--- config.mk ---
export PLATFORM = sky130hd
export DESIGN_NAME = sd_spi_command_engine_flat
export DESIGN_NICKNAME = d
export VERILOG_FILES = /design/src/design/sdc_pkg.sv /design/src/design/sdc_if.sv /design/src/design/sdc_step.sv /design/src/design/sd_spi_command_engine.sv /design/src/flat_wrapper.sv
export SDC_FILE = /design/constraint.sdc
export NUM_CORES = 1
export LEC_CHECK = 0
export ABC_AREA = 1
export BUFFER_PORTS_ARGS = -buffer_cell sky130_fd_sc_hd__buf_2
export CAP_MARGIN = 15
export CORE_MARGIN = 4
export CORE_UTILIZATION = 57
export DETAILED_ROUTE_END_ITERATION = 10
export PLACE_DENSITY = 0.8
export SYNTH_ARGS = -nofsm -noshare
export SYNTH_HDL_FRONTEND = slang
export SYNTH_SLANG_ARGS = --single-unit
--- constraint.sdc ---
create_clock -name clk -period 2.4 [get_ports clk]
set_input_delay 0.24 -clock clk [delete_from_list [all_inputs] [get_ports clk]]
set_output_delay 0.24 -clock clk [all_outputs]
set_load 0.01 [all_outputs]
--- src/design/sdc_pkg.sv ---
// sd card spi command engine: shared types and constants
// holds the phase encoding, the engine state record and the result record
// no dependencies
package sdc_pkg;

	// exchange codes carried on the request channel
	localparam logic OP_START = 1'b0;
	localparam logic OP_XCHG  = 1'b1;

	// command numbers with special handling
	localparam logic [5:0] CMD_IF_COND  = 6'd8;
	localparam logic [5:0] CMD_READ_OCR = 6'd58;
	localparam logic [5:0] CMD_RD_SINGLE = 6'd17;
	localparam logic [5:0] CMD_RD_MULTI  = 6'd18;
	localparam logic [5:0] CMD_WR_SINGLE = 6'd24;
	localparam logic [5:0] CMD_WR_MULTI  = 6'd25;
	localparam logic [5:0] CMD_ERASE_ST  = 6'd32;
	localparam logic [5:0] CMD_ERASE_END = 6'd33;

	// frame and filler bytes
	localparam logic [7:0] CMD_PREFIX = 8'h40;
	localparam logic [7:0] CRC_CMD8   = 8'h87;
	localparam logic [7:0] CRC_OTHER  = 8'h95;
	localparam logic [7:0] FILL_BYTE  = 8'hFF;

	// block to byte address shift for standard capacity cards
	localparam int unsigned BLOCK_SHIFT = 9;

	localparam logic [2:0] FRAME_LEN  = 3'd6;
	localparam logic [2:0] SKIP_R7    = 3'd5;
	localparam logic [2:0] SKIP_OCR   = 3'd3;
	localparam logic [7:0] POLL_LIMIT_RST = 8'hFF;

	typedef enum logic [2:0] {
		PH_IDLE  = 3'd0,
		PH_FRAME = 3'd1,
		PH_POLL  = 3'd2,
		PH_OCR   = 3'd3,
		PH_SKIP  = 3'd4,
		PH_TRAIL = 3'd5
	} sdc_phase_t;

	typedef struct packed {
		sdc_phase_t  phase;
		logic [2:0]  frame_index;
		logic [31:0] arg;
		logic [5:0]  cmd;
		logic [8:0]  poll_count;
		logic [7:0]  response;
		logic [2:0]  skip_count;
		logic        high_capacity;
	} sdc_state_t;

	typedef struct packed {
		logic [7:0] tx_byte;
		logic       tx_valid;
		logic       chip_select;
		logic       done_res;
		logic [7:0] response;
		logic       high_capacity;
	} sdc_result_t;

endpackage

--- src/design/sdc_if.sv ---
// sd card spi command engine: channel interfaces
// request, result and configuration channels with valid/ready handshakes
// no dependencies

// request channel: start or completed exchange
interface sdc_req_if;
	logic        valid;
	logic        ready;
	logic        opcode;
	logic [5:0]  cmd_index;
	logic [31:0] argument;
	logic [7:0]  rx_byte;

	modport source (output valid, opcode, cmd_index, argument, rx_byte, input ready);
	modport sink   (input valid, opcode, cmd_index, argument, rx_byte, output ready);
endinterface

// result channel: next byte and status
interface sdc_rsp_if;
	logic       valid;
	logic       ready;
	logic [7:0] tx_byte;
	logic       tx_valid;
	logic       chip_select;
	logic       done_res;
	logic [7:0] response;
	logic       high_capacity;

	modport source (output valid, tx_byte, tx_valid, chip_select, done_res, response,
		high_capacity, input ready);
	modport sink   (input valid, tx_byte, tx_valid, chip_select, done_res, response,
		high_capacity, output ready);
endinterface

// configuration channel: poll limit write
interface sdc_cfg_if;
	logic       valid;
	logic       ready;
	logic [7:0] data;

	modport source (output valid, data, input ready);
	modport sink   (input valid, data, output ready);
endinterface

--- src/design/sdc_step.sv ---
// sd card spi command engine: next state and result for one beat
// purely combinational, one request beat in, one result out
// depends on sdc_pkg
module sdc_step
	import sdc_pkg::*;
(
	input  sdc_state_t  cur,
	input  logic        opcode,
	input  logic [5:0]  cmd_index,
	input  logic [31:0] argument,
	input  logic [7:0]  rx_byte,
	input  logic [7:0]  poll_limit,
	output sdc_state_t  nxt,
	output sdc_result_t res
);

	logic        data_cmd;
	logic [31:0] start_arg;
	logic [7:0]  frame_byte;
	logic [2:0]  skip_dec;
	logic        poll_end;

	// block-addressed data commands
	assign data_cmd = (cmd_index == CMD_RD_SINGLE) || (cmd_index == CMD_RD_MULTI) ||
		(cmd_index == CMD_WR_SINGLE) || (cmd_index == CMD_WR_MULTI) ||
		(cmd_index == CMD_ERASE_ST) || (cmd_index == CMD_ERASE_END);

	// byte address for standard capacity cards
	assign start_arg = (!cur.high_capacity && data_cmd) ?
		{argument[31-BLOCK_SHIFT:0], {BLOCK_SHIFT{1'b0}}} : argument;

	// frame byte for the current frame index
	always_comb begin
		unique case (cur.frame_index)
			3'd1:    frame_byte = cur.arg[31:24];
			3'd2:    frame_byte = cur.arg[23:16];
			3'd3:    frame_byte = cur.arg[15:8];
			3'd4:    frame_byte = cur.arg[7:0];
			default: frame_byte = (cur.cmd == CMD_IF_COND) ? CRC_CMD8 : CRC_OTHER;
		endcase
	end

	assign skip_dec = cur.skip_count - 3'd1;
	assign poll_end = (rx_byte != FILL_BYTE) || (cur.poll_count >= {1'b0, poll_limit});

	// phase update and outgoing byte
	always_comb begin
		nxt             = cur;
		res.tx_byte     = 8'h00;
		res.tx_valid    = 1'b0;
		res.chip_select = 1'b0;
		res.done_res    = 1'b0;
		if (opcode == OP_START) begin
			nxt.cmd         = cmd_index;
			nxt.arg         = start_arg;
			nxt.response    = FILL_BYTE;
			nxt.poll_count  = 9'd0;
			nxt.skip_count  = 3'd0;
			nxt.phase       = PH_FRAME;
			nxt.frame_index = 3'd1;
			res.tx_byte     = {2'b00, cmd_index} | CMD_PREFIX;
			res.tx_valid    = 1'b1;
			res.chip_select = 1'b1;
		end else begin
			unique case (cur.phase)
				PH_FRAME: begin
					res.chip_select = 1'b1;
					res.tx_valid    = 1'b1;
					if (cur.frame_index < FRAME_LEN) begin
						res.tx_byte     = frame_byte;
						nxt.frame_index = cur.frame_index + 3'd1;
					end else begin
						nxt.phase      = PH_POLL;
						nxt.poll_count = 9'd0;
						res.tx_byte    = FILL_BYTE;
					end
				end
				PH_POLL: begin
					res.chip_select = 1'b1;
					res.tx_valid    = 1'b1;
					res.tx_byte     = FILL_BYTE;
					if (poll_end) begin
						nxt.response = rx_byte;
						if (cur.cmd == CMD_READ_OCR && rx_byte == 8'h00) begin
							nxt.phase = PH_OCR;
						end else if (cur.cmd == CMD_IF_COND && rx_byte == 8'h01) begin
							nxt.phase      = PH_SKIP;
							nxt.skip_count = SKIP_R7;
						end else begin
							nxt.phase = PH_TRAIL;
						end
					end else begin
						nxt.poll_count = cur.poll_count + 9'd1;
					end
				end
				PH_OCR: begin
					res.chip_select   = 1'b1;
					res.tx_valid      = 1'b1;
					res.tx_byte       = FILL_BYTE;
					nxt.high_capacity = rx_byte[6];
					nxt.skip_count    = SKIP_OCR;
					nxt.phase         = PH_SKIP;
				end
				PH_SKIP: begin
					res.chip_select = 1'b1;
					res.tx_valid    = 1'b1;
					res.tx_byte     = FILL_BYTE;
					nxt.skip_count  = skip_dec;
					if (skip_dec == 3'd0) begin
						nxt.phase = PH_TRAIL;
					end
				end
				PH_TRAIL: begin
					nxt.phase    = PH_IDLE;
					res.done_res = 1'b1;
				end
				default: begin
					nxt.phase = PH_IDLE;
				end
			endcase
		end
		res.response      = nxt.response;
		res.high_capacity = nxt.high_capacity;
	end

endmodule

--- src/design/sd_spi_command_engine.sv ---
// sd card spi command engine: top level
// engine state register, result register and poll limit register
// depends on sdc_pkg, sdc_if and sdc_step
//
//  channel  dir  payload                                           beat when
//  req      in   opcode, cmd_index, argument, rx_byte              valid & ready
//  rsp      out  tx_byte, tx_valid, chip_select, done_res,
//                response, high_capacity                           valid & ready
//  cfg      in   data (poll limit)                                 valid & ready
//
// each request beat yields one result beat; the result appears in the cycle after
// the request is taken, and a new request is taken every cycle while the result
// register is empty or draining. latency and rate are set by the single state
// update between the engine state register and the result register.
// reset clears the engine to idle, response to 0xff and the poll limit to 255.
// a stalled result holds the request side only when the result register is full.
module sd_spi_command_engine
	import sdc_pkg::*;
(
	input  logic      clk,
	input  logic      arst_n,
	sdc_req_if.sink   req,
	sdc_rsp_if.source rsp,
	sdc_cfg_if.sink   cfg
);

	sdc_state_t  state_q;
	sdc_state_t  state_d;
	sdc_result_t res_d;
	sdc_result_t res_q;
	logic        rsp_valid_q;
	logic [7:0]  poll_limit_q;
	logic        req_beat;

	assign req.ready = !rsp_valid_q || rsp.ready;
	assign req_beat  = req.valid && req.ready;
	assign cfg.ready = 1'b1;

	// per-beat state update
	sdc_step u_step (
		.cur        (state_q),
		.opcode     (req.opcode),
		.cmd_index  (req.cmd_index),
		.argument   (req.argument),
		.rx_byte    (req.rx_byte),
		.poll_limit (poll_limit_q),
		.nxt        (state_d),
		.res        (res_d)
	);

	// poll limit register
	always_ff @(posedge clk or negedge arst_n) begin
		if (!arst_n) begin
			poll_limit_q <= POLL_LIMIT_RST;
		end else if (cfg.valid && cfg.ready) begin
			poll_limit_q <= cfg.data;
		end
	end

	// engine state
	always_ff @(posedge clk or negedge arst_n) begin
		if (!arst_n) begin
			state_q.phase         <= PH_IDLE;
			state_q.frame_index   <= 3'd0;
			state_q.arg           <= 32'd0;
			state_q.cmd           <= 6'd0;
			state_q.poll_count    <= 9'd0;
			state_q.response      <= FILL_BYTE;
			state_q.skip_count    <= 3'd0;
			state_q.high_capacity <= 1'b0;
		end else if (req_beat) begin
			state_q <= state_d;
		end
	end

	// result valid
	always_ff @(posedge clk or negedge arst_n) begin
		if (!arst_n) begin
			rsp_valid_q <= 1'b0;
		end else if (req.ready) begin
			rsp_valid_q <= req.valid;
		end
	end

	// result payload
	always_ff @(posedge clk) begin
		if (req_beat) begin
			res_q <= res_d;
		end
	end

	assign rsp.valid         = rsp_valid_q;
	assign rsp.tx_byte       = res_q.tx_byte;
	assign rsp.tx_valid      = res_q.tx_valid;
	assign rsp.chip_select   = res_q.chip_select;
	assign rsp.done_res      = res_q.done_res;
	assign rsp.response      = res_q.response;
	assign rsp.high_capacity = res_q.high_capacity;

endmodule
--- src/flat_wrapper.sv ---
// flat-port wrapper written by rule: the top's interface ports become plain ports
module sd_spi_command_engine_flat import sdc_pkg::*;
  (clk, arst_n, req_valid, req_opcode, req_cmd_index, req_argument, req_rx_byte, req_ready, rsp_valid, rsp_tx_byte, rsp_tx_valid, rsp_chip_select, rsp_done_res, rsp_response, rsp_high_capacity, rsp_ready, cfg_valid, cfg_data, cfg_ready);
  sdc_req_if req_i ();
  sdc_rsp_if rsp_i ();
  sdc_cfg_if cfg_i ();
  input  logic clk;
  input  logic arst_n;
  input wire logic [$bits(req_i.valid)-1:0] req_valid;
  input wire logic [$bits(req_i.opcode)-1:0] req_opcode;
  input wire logic [$bits(req_i.cmd_index)-1:0] req_cmd_index;
  input wire logic [$bits(req_i.argument)-1:0] req_argument;
  input wire logic [$bits(req_i.rx_byte)-1:0] req_rx_byte;
  output wire logic [$bits(req_i.ready)-1:0] req_ready;
  output wire logic [$bits(rsp_i.valid)-1:0] rsp_valid;
  output wire logic [$bits(rsp_i.tx_byte)-1:0] rsp_tx_byte;
  output wire logic [$bits(rsp_i.tx_valid)-1:0] rsp_tx_valid;
  output wire logic [$bits(rsp_i.chip_select)-1:0] rsp_chip_select;
  output wire logic [$bits(rsp_i.done_res)-1:0] rsp_done_res;
  output wire logic [$bits(rsp_i.response)-1:0] rsp_response;
  output wire logic [$bits(rsp_i.high_capacity)-1:0] rsp_high_capacity;
  input wire logic [$bits(rsp_i.ready)-1:0] rsp_ready;
  input wire logic [$bits(cfg_i.valid)-1:0] cfg_valid;
  input wire logic [$bits(cfg_i.data)-1:0] cfg_data;
  output wire logic [$bits(cfg_i.ready)-1:0] cfg_ready;
  assign req_i.valid = req_valid;
  assign req_i.opcode = req_opcode;
  assign req_i.cmd_index = req_cmd_index;
  assign req_i.argument = req_argument;
  assign req_i.rx_byte = req_rx_byte;
  assign req_ready = req_i.ready;
  assign rsp_valid = rsp_i.valid;
  assign rsp_tx_byte = rsp_i.tx_byte;
  assign rsp_tx_valid = rsp_i.tx_valid;
  assign rsp_chip_select = rsp_i.chip_select;
  assign rsp_done_res = rsp_i.done_res;
  assign rsp_response = rsp_i.response;
  assign rsp_high_capacity = rsp_i.high_capacity;
  assign rsp_i.ready = rsp_ready;
  assign cfg_i.valid = cfg_valid;
  assign cfg_i.data = cfg_data;
  assign cfg_ready = cfg_i.ready;
  sd_spi_command_engine u_core (.clk(clk), .arst_n(arst_n), .req(req_i), .rsp(rsp_i), .cfg(cfg_i));
endmodule
==> impl_metrics.py <==
metrics = {
    "final_layout": {
        "n_antenna_cell": 0,
        "mostFrequentLayoutCells": "nand2_1 (195), buf_2 (81), inv_1 (65)",
        "final_area_um2": 5813,
        "finalNetCount": 801,
        "post-route-util_pct": 66.98,
        "final_common_cell": "nand2_1",
        "fin_cells": 838,
        "drive_above_1_share_pct": 19.73,
        "syn_to_final_growth_pct": 14.63,
    },
    "floorplanning": {
        "die_h_um": 102.3,
        "die_area_um2": 10470,
        "start_util_pct": 58.43,
        "coreArea_um2": 8678,
        "fp-row-count": 34,
        "pin_count": 83,
        "die_w_um": 102.3,
    },
    "placed_design": {
        "gp_congestion": 0.8691,
        "dp_cells": 821,
        "place_area_um2": 5588,
        "port_buffers": 81,
        "place_ws_ps": 341.7,
        "dp_hpwl_um": 8545,
    },
    "worst_hold_path": {
        "hold_path.class": "in -> reg",
        "hold-path-cell-count": 3,
    },
    "setup_path": {
        "crit_arrival_ps": 2350,
        "start_kind": "flip-flop",
        "path_max_fanout": 10,
        "crit_family": "simple AND/OR/NAND/NOR gates",
        "crit_type": "reg -> reg",
        "required_ps": 2660,
        "critPathSlowestCell": "dfstp_2",
        "crit_chain": "inv_1, ha_1, nand2_1, nor2_1, nand2_1, nand3_1, nand2_1, nand2_4, nand2_2, nand3_4, nand2_4, nand2_1, nand2_1",
        "timing.reg2reg.setup_slack_ps": 310,
        "cpMostUsedCell": "nand2_1",
        "cp_num_buf_inv": 1,
        "cp-end-kind": "flip-flop",
        "r2r_cells": 13,
        "crit_cells": 13,
        "critPathMaxStageDelay_ps": 520,
    },
    "timing": {
        "hold_violations": 0,
        "slew_viol_final": 0,
        "setup-violations-final": 0,
        "rsz0062_at_grt": "false",
        "relSlewSlack_pct": 41.80,
        "tightest_slew_ps": 867.1,
        "fmax_mhz": 479.1,
        "setup_tns_ps": 0,
        "period_share_pct": 86.98,
        "worst_slack_ps": 312.6,
        "final.min_clock_period_ps": 2087,
        "skew_ps": 10.33,
        "whs_ps": 87.40,
    },
    "route": {
        "wirelength_um": 11760,
        "viasPerCell": 5.407,
        "wire_per_inst_um": 14.03,
        "post-route-drc-count": 0,
        "dr.first_iter.drc_count": 232,
        "num_vias": 4531,
        "drt_pre_antenna_iters": 5,
        "ant_nets": 0,
    },
    "power": {
        "vdd_ir_drop_max_v": 0.0004613,
        "power.density_nw_per_um2": 866.1,
        "total_power_mw": 5.035,
        "p_leak_nw": 2.845,
    },
    "grt": {
        "grt_start_max_net_pins": 75,
        "grt_pass1_wl_um": 19730,
        "grt-busiest-layer": "met2",
        "overflow": 0,
        "antenna_found_initial": 0,
        "met1_usage_pct": 30.11,
        "gr-usage-met2_pct": 39.98,
        "first_global_vias": 4385,
        "grt_util_met3_pct": 4.300,
        "grt_usage_pct": 23.87,
    },
    "synthesis": {
        "yosys.cell_types.count": 40,
        "synth_edf_count": 19,
        "synth_area_um2": 5071,
        "synthArstFlopShare_pct": 79.57,
        "syn_nets": 724,
        "ys_warn_count": 0,
        "ys_ff_latch": 93,
        "syn_inst": 648,
        "synth_flop_cell": "dfrtp_1",
        "avgSynthCellArea_um2": 7.826,
        "ys_seq_area_share_pct": 48.16,
    },
    "clock_network": {
        "root_buffer": "clkbuf_8",
        "h-tree-depth": 3,
        "path_clk_slew_ps": 80,
        "cts_tree": "done",
        "clock_latency_ps": 370,
        "cts_sinks": 93,
        "cts_buffers": 9,
        "clock_path_buffers": 2,
        "cts_resized": 0,
    },
    "job": {
        "maxCapViolCount": 0,
    },
    "status": {
        "status": "finished, final reports clean",
    },
}
## worst reg2reg max path, cell delays in order (launching register included)
cell     delay [ps]
dfstp_2         520
inv_1            40
ha_1            290
nand2_1          70
nor2_1          140
nand2_1          60
nand3_1          60
nand2_1          90
nand2_4         130
nand2_2         160
nand3_4         160
nand2_4         100
nand2_1          90
nand2_1          50
## state kept, by name, indices dropped and copies added, names as in the netlist
| register | flops |
|---|---|
| u_core.poll_limit_q | 8 |
| u_core.rsp.valid | 1 |
| u_core.rsp.response | 8 |
| u_core.rsp.chip_select | 1 |
| u_core.rsp.tx_byte | 8 |
| u_core.rsp.done_res | 1 |
| u_core.rsp.high_capacity | 1 |
| u_core.state_q | 65 |
## cell families after synthesis
family | count (synthesis) | synth area share [%]
fa+ha+maj | 16 | 3.948
other cells | 1 | 0.07395
simple gates | 318 | 26.89
mux | 1 | 0.2220
xor+xnor | 4 | 0.6910
flops | 93 | 48.16
compound gates | 113 | 11.97
buf+inv | 102 | 8.043
## what timing repair did
item,CTS,global route
hold buffers,1,0
endpoints found under the setup margin,0,0
buffers inserted,0,0
hold endpoints to repair,58,0
## final cells by class
cell class | count | area, µm²
clock buffer | 10 | 127.6
clock inverter | 6 | 87.58
fill | 740 | 2865
inverter | 77 | 289.0
multi-input combinational | 453 | 2223
sequential | 93 | 2442
tap | 108 | 135.1
timing repair buffer | 91 | 508.0
## routing by layer
metal	wire (µm)	part of all wire (%)
met1	5048	43
met2	5723	49
met3	676	5.8
met4	306	2.6
met5	0	0
## worst paths after layout
kind,startpoint,endpoint
max,u_core.poll_limit_q[4]$_DFFE_PN1P_,u_core.state_q[18]$_DFFE_PN0P_
min,cfg_data[5],u_core.poll_limit_q[5]$_DFFE_PN1P_
max reg2reg,u_core.poll_limit_q[4]$_DFFE_PN1P_,u_core.state_q[18]$_DFFE_PN0P_
min reg2reg,u_core.state_q[5]$_DFFE_PN1P_,u_core.state_q[5]$_DFFE_PN1P_
max in group asynchronous,arst_n,u_core.state_q[11]$_DFFE_PN1P_
min in group asynchronous,arst_n,u_core.state_q[13]$_DFFE_PN0P_
## report_power, final
| part | switching, mW | total (mW) | internal, mW |
|---|---|---|---|
| logic | 1.09 | 1.67 | 0.583 |
| registers | 0.201 | 2.21 | 2.01 |
| clock network | 0.569 | 1.16 | 0.587 |
## synthesized netlist by cell type (2+ instances only)
| cell type | number | area share, % |
|---|---|---|
| dfstp_2 | 16 | 8.3 |
| o22ai_1 | 3 | 0.37 |
| inv_1 | 65 | 4.8 |
| inv_2 | 11 | 0.81 |
| edfxtp_1 | 19 | 11 |
| a21oi_1 | 18 | 1.8 |
| nor3_2 | 2 | 0.39 |
| xor2_1 | 2 | 0.35 |
| nand3_1 | 51 | 5.0 |
| ha_1 | 16 | 3.9 |
| o2111ai_1 | 3 | 0.52 |
| dfrtp_1 | 58 | 29 |
| o21ai_0 | 44 | 4.3 |
| o21ai_1 | 34 | 3.4 |
| nand4_1 | 8 | 0.99 |
| a31oi_1 | 4 | 0.49 |
| buf_4 | 2 | 0.30 |
| nor2_1 | 46 | 3.4 |
| nand2_1 | 195 | 14 |
| nand2_2 | 2 | 0.25 |
| buf_2 | 8 | 0.79 |
| nand2_4 | 2 | 0.44 |
| nor3_1 | 5 | 0.49 |
| clkbuf_1 | 13 | 0.96 |
| xnor2_1 | 2 | 0.35 |
| a22o_1 | 3 | 0.52 |
| o211ai_1 | 2 | 0.30 |
| nor4_1 | 2 | 0.25 |
Power figures use the tool's default switching activity.
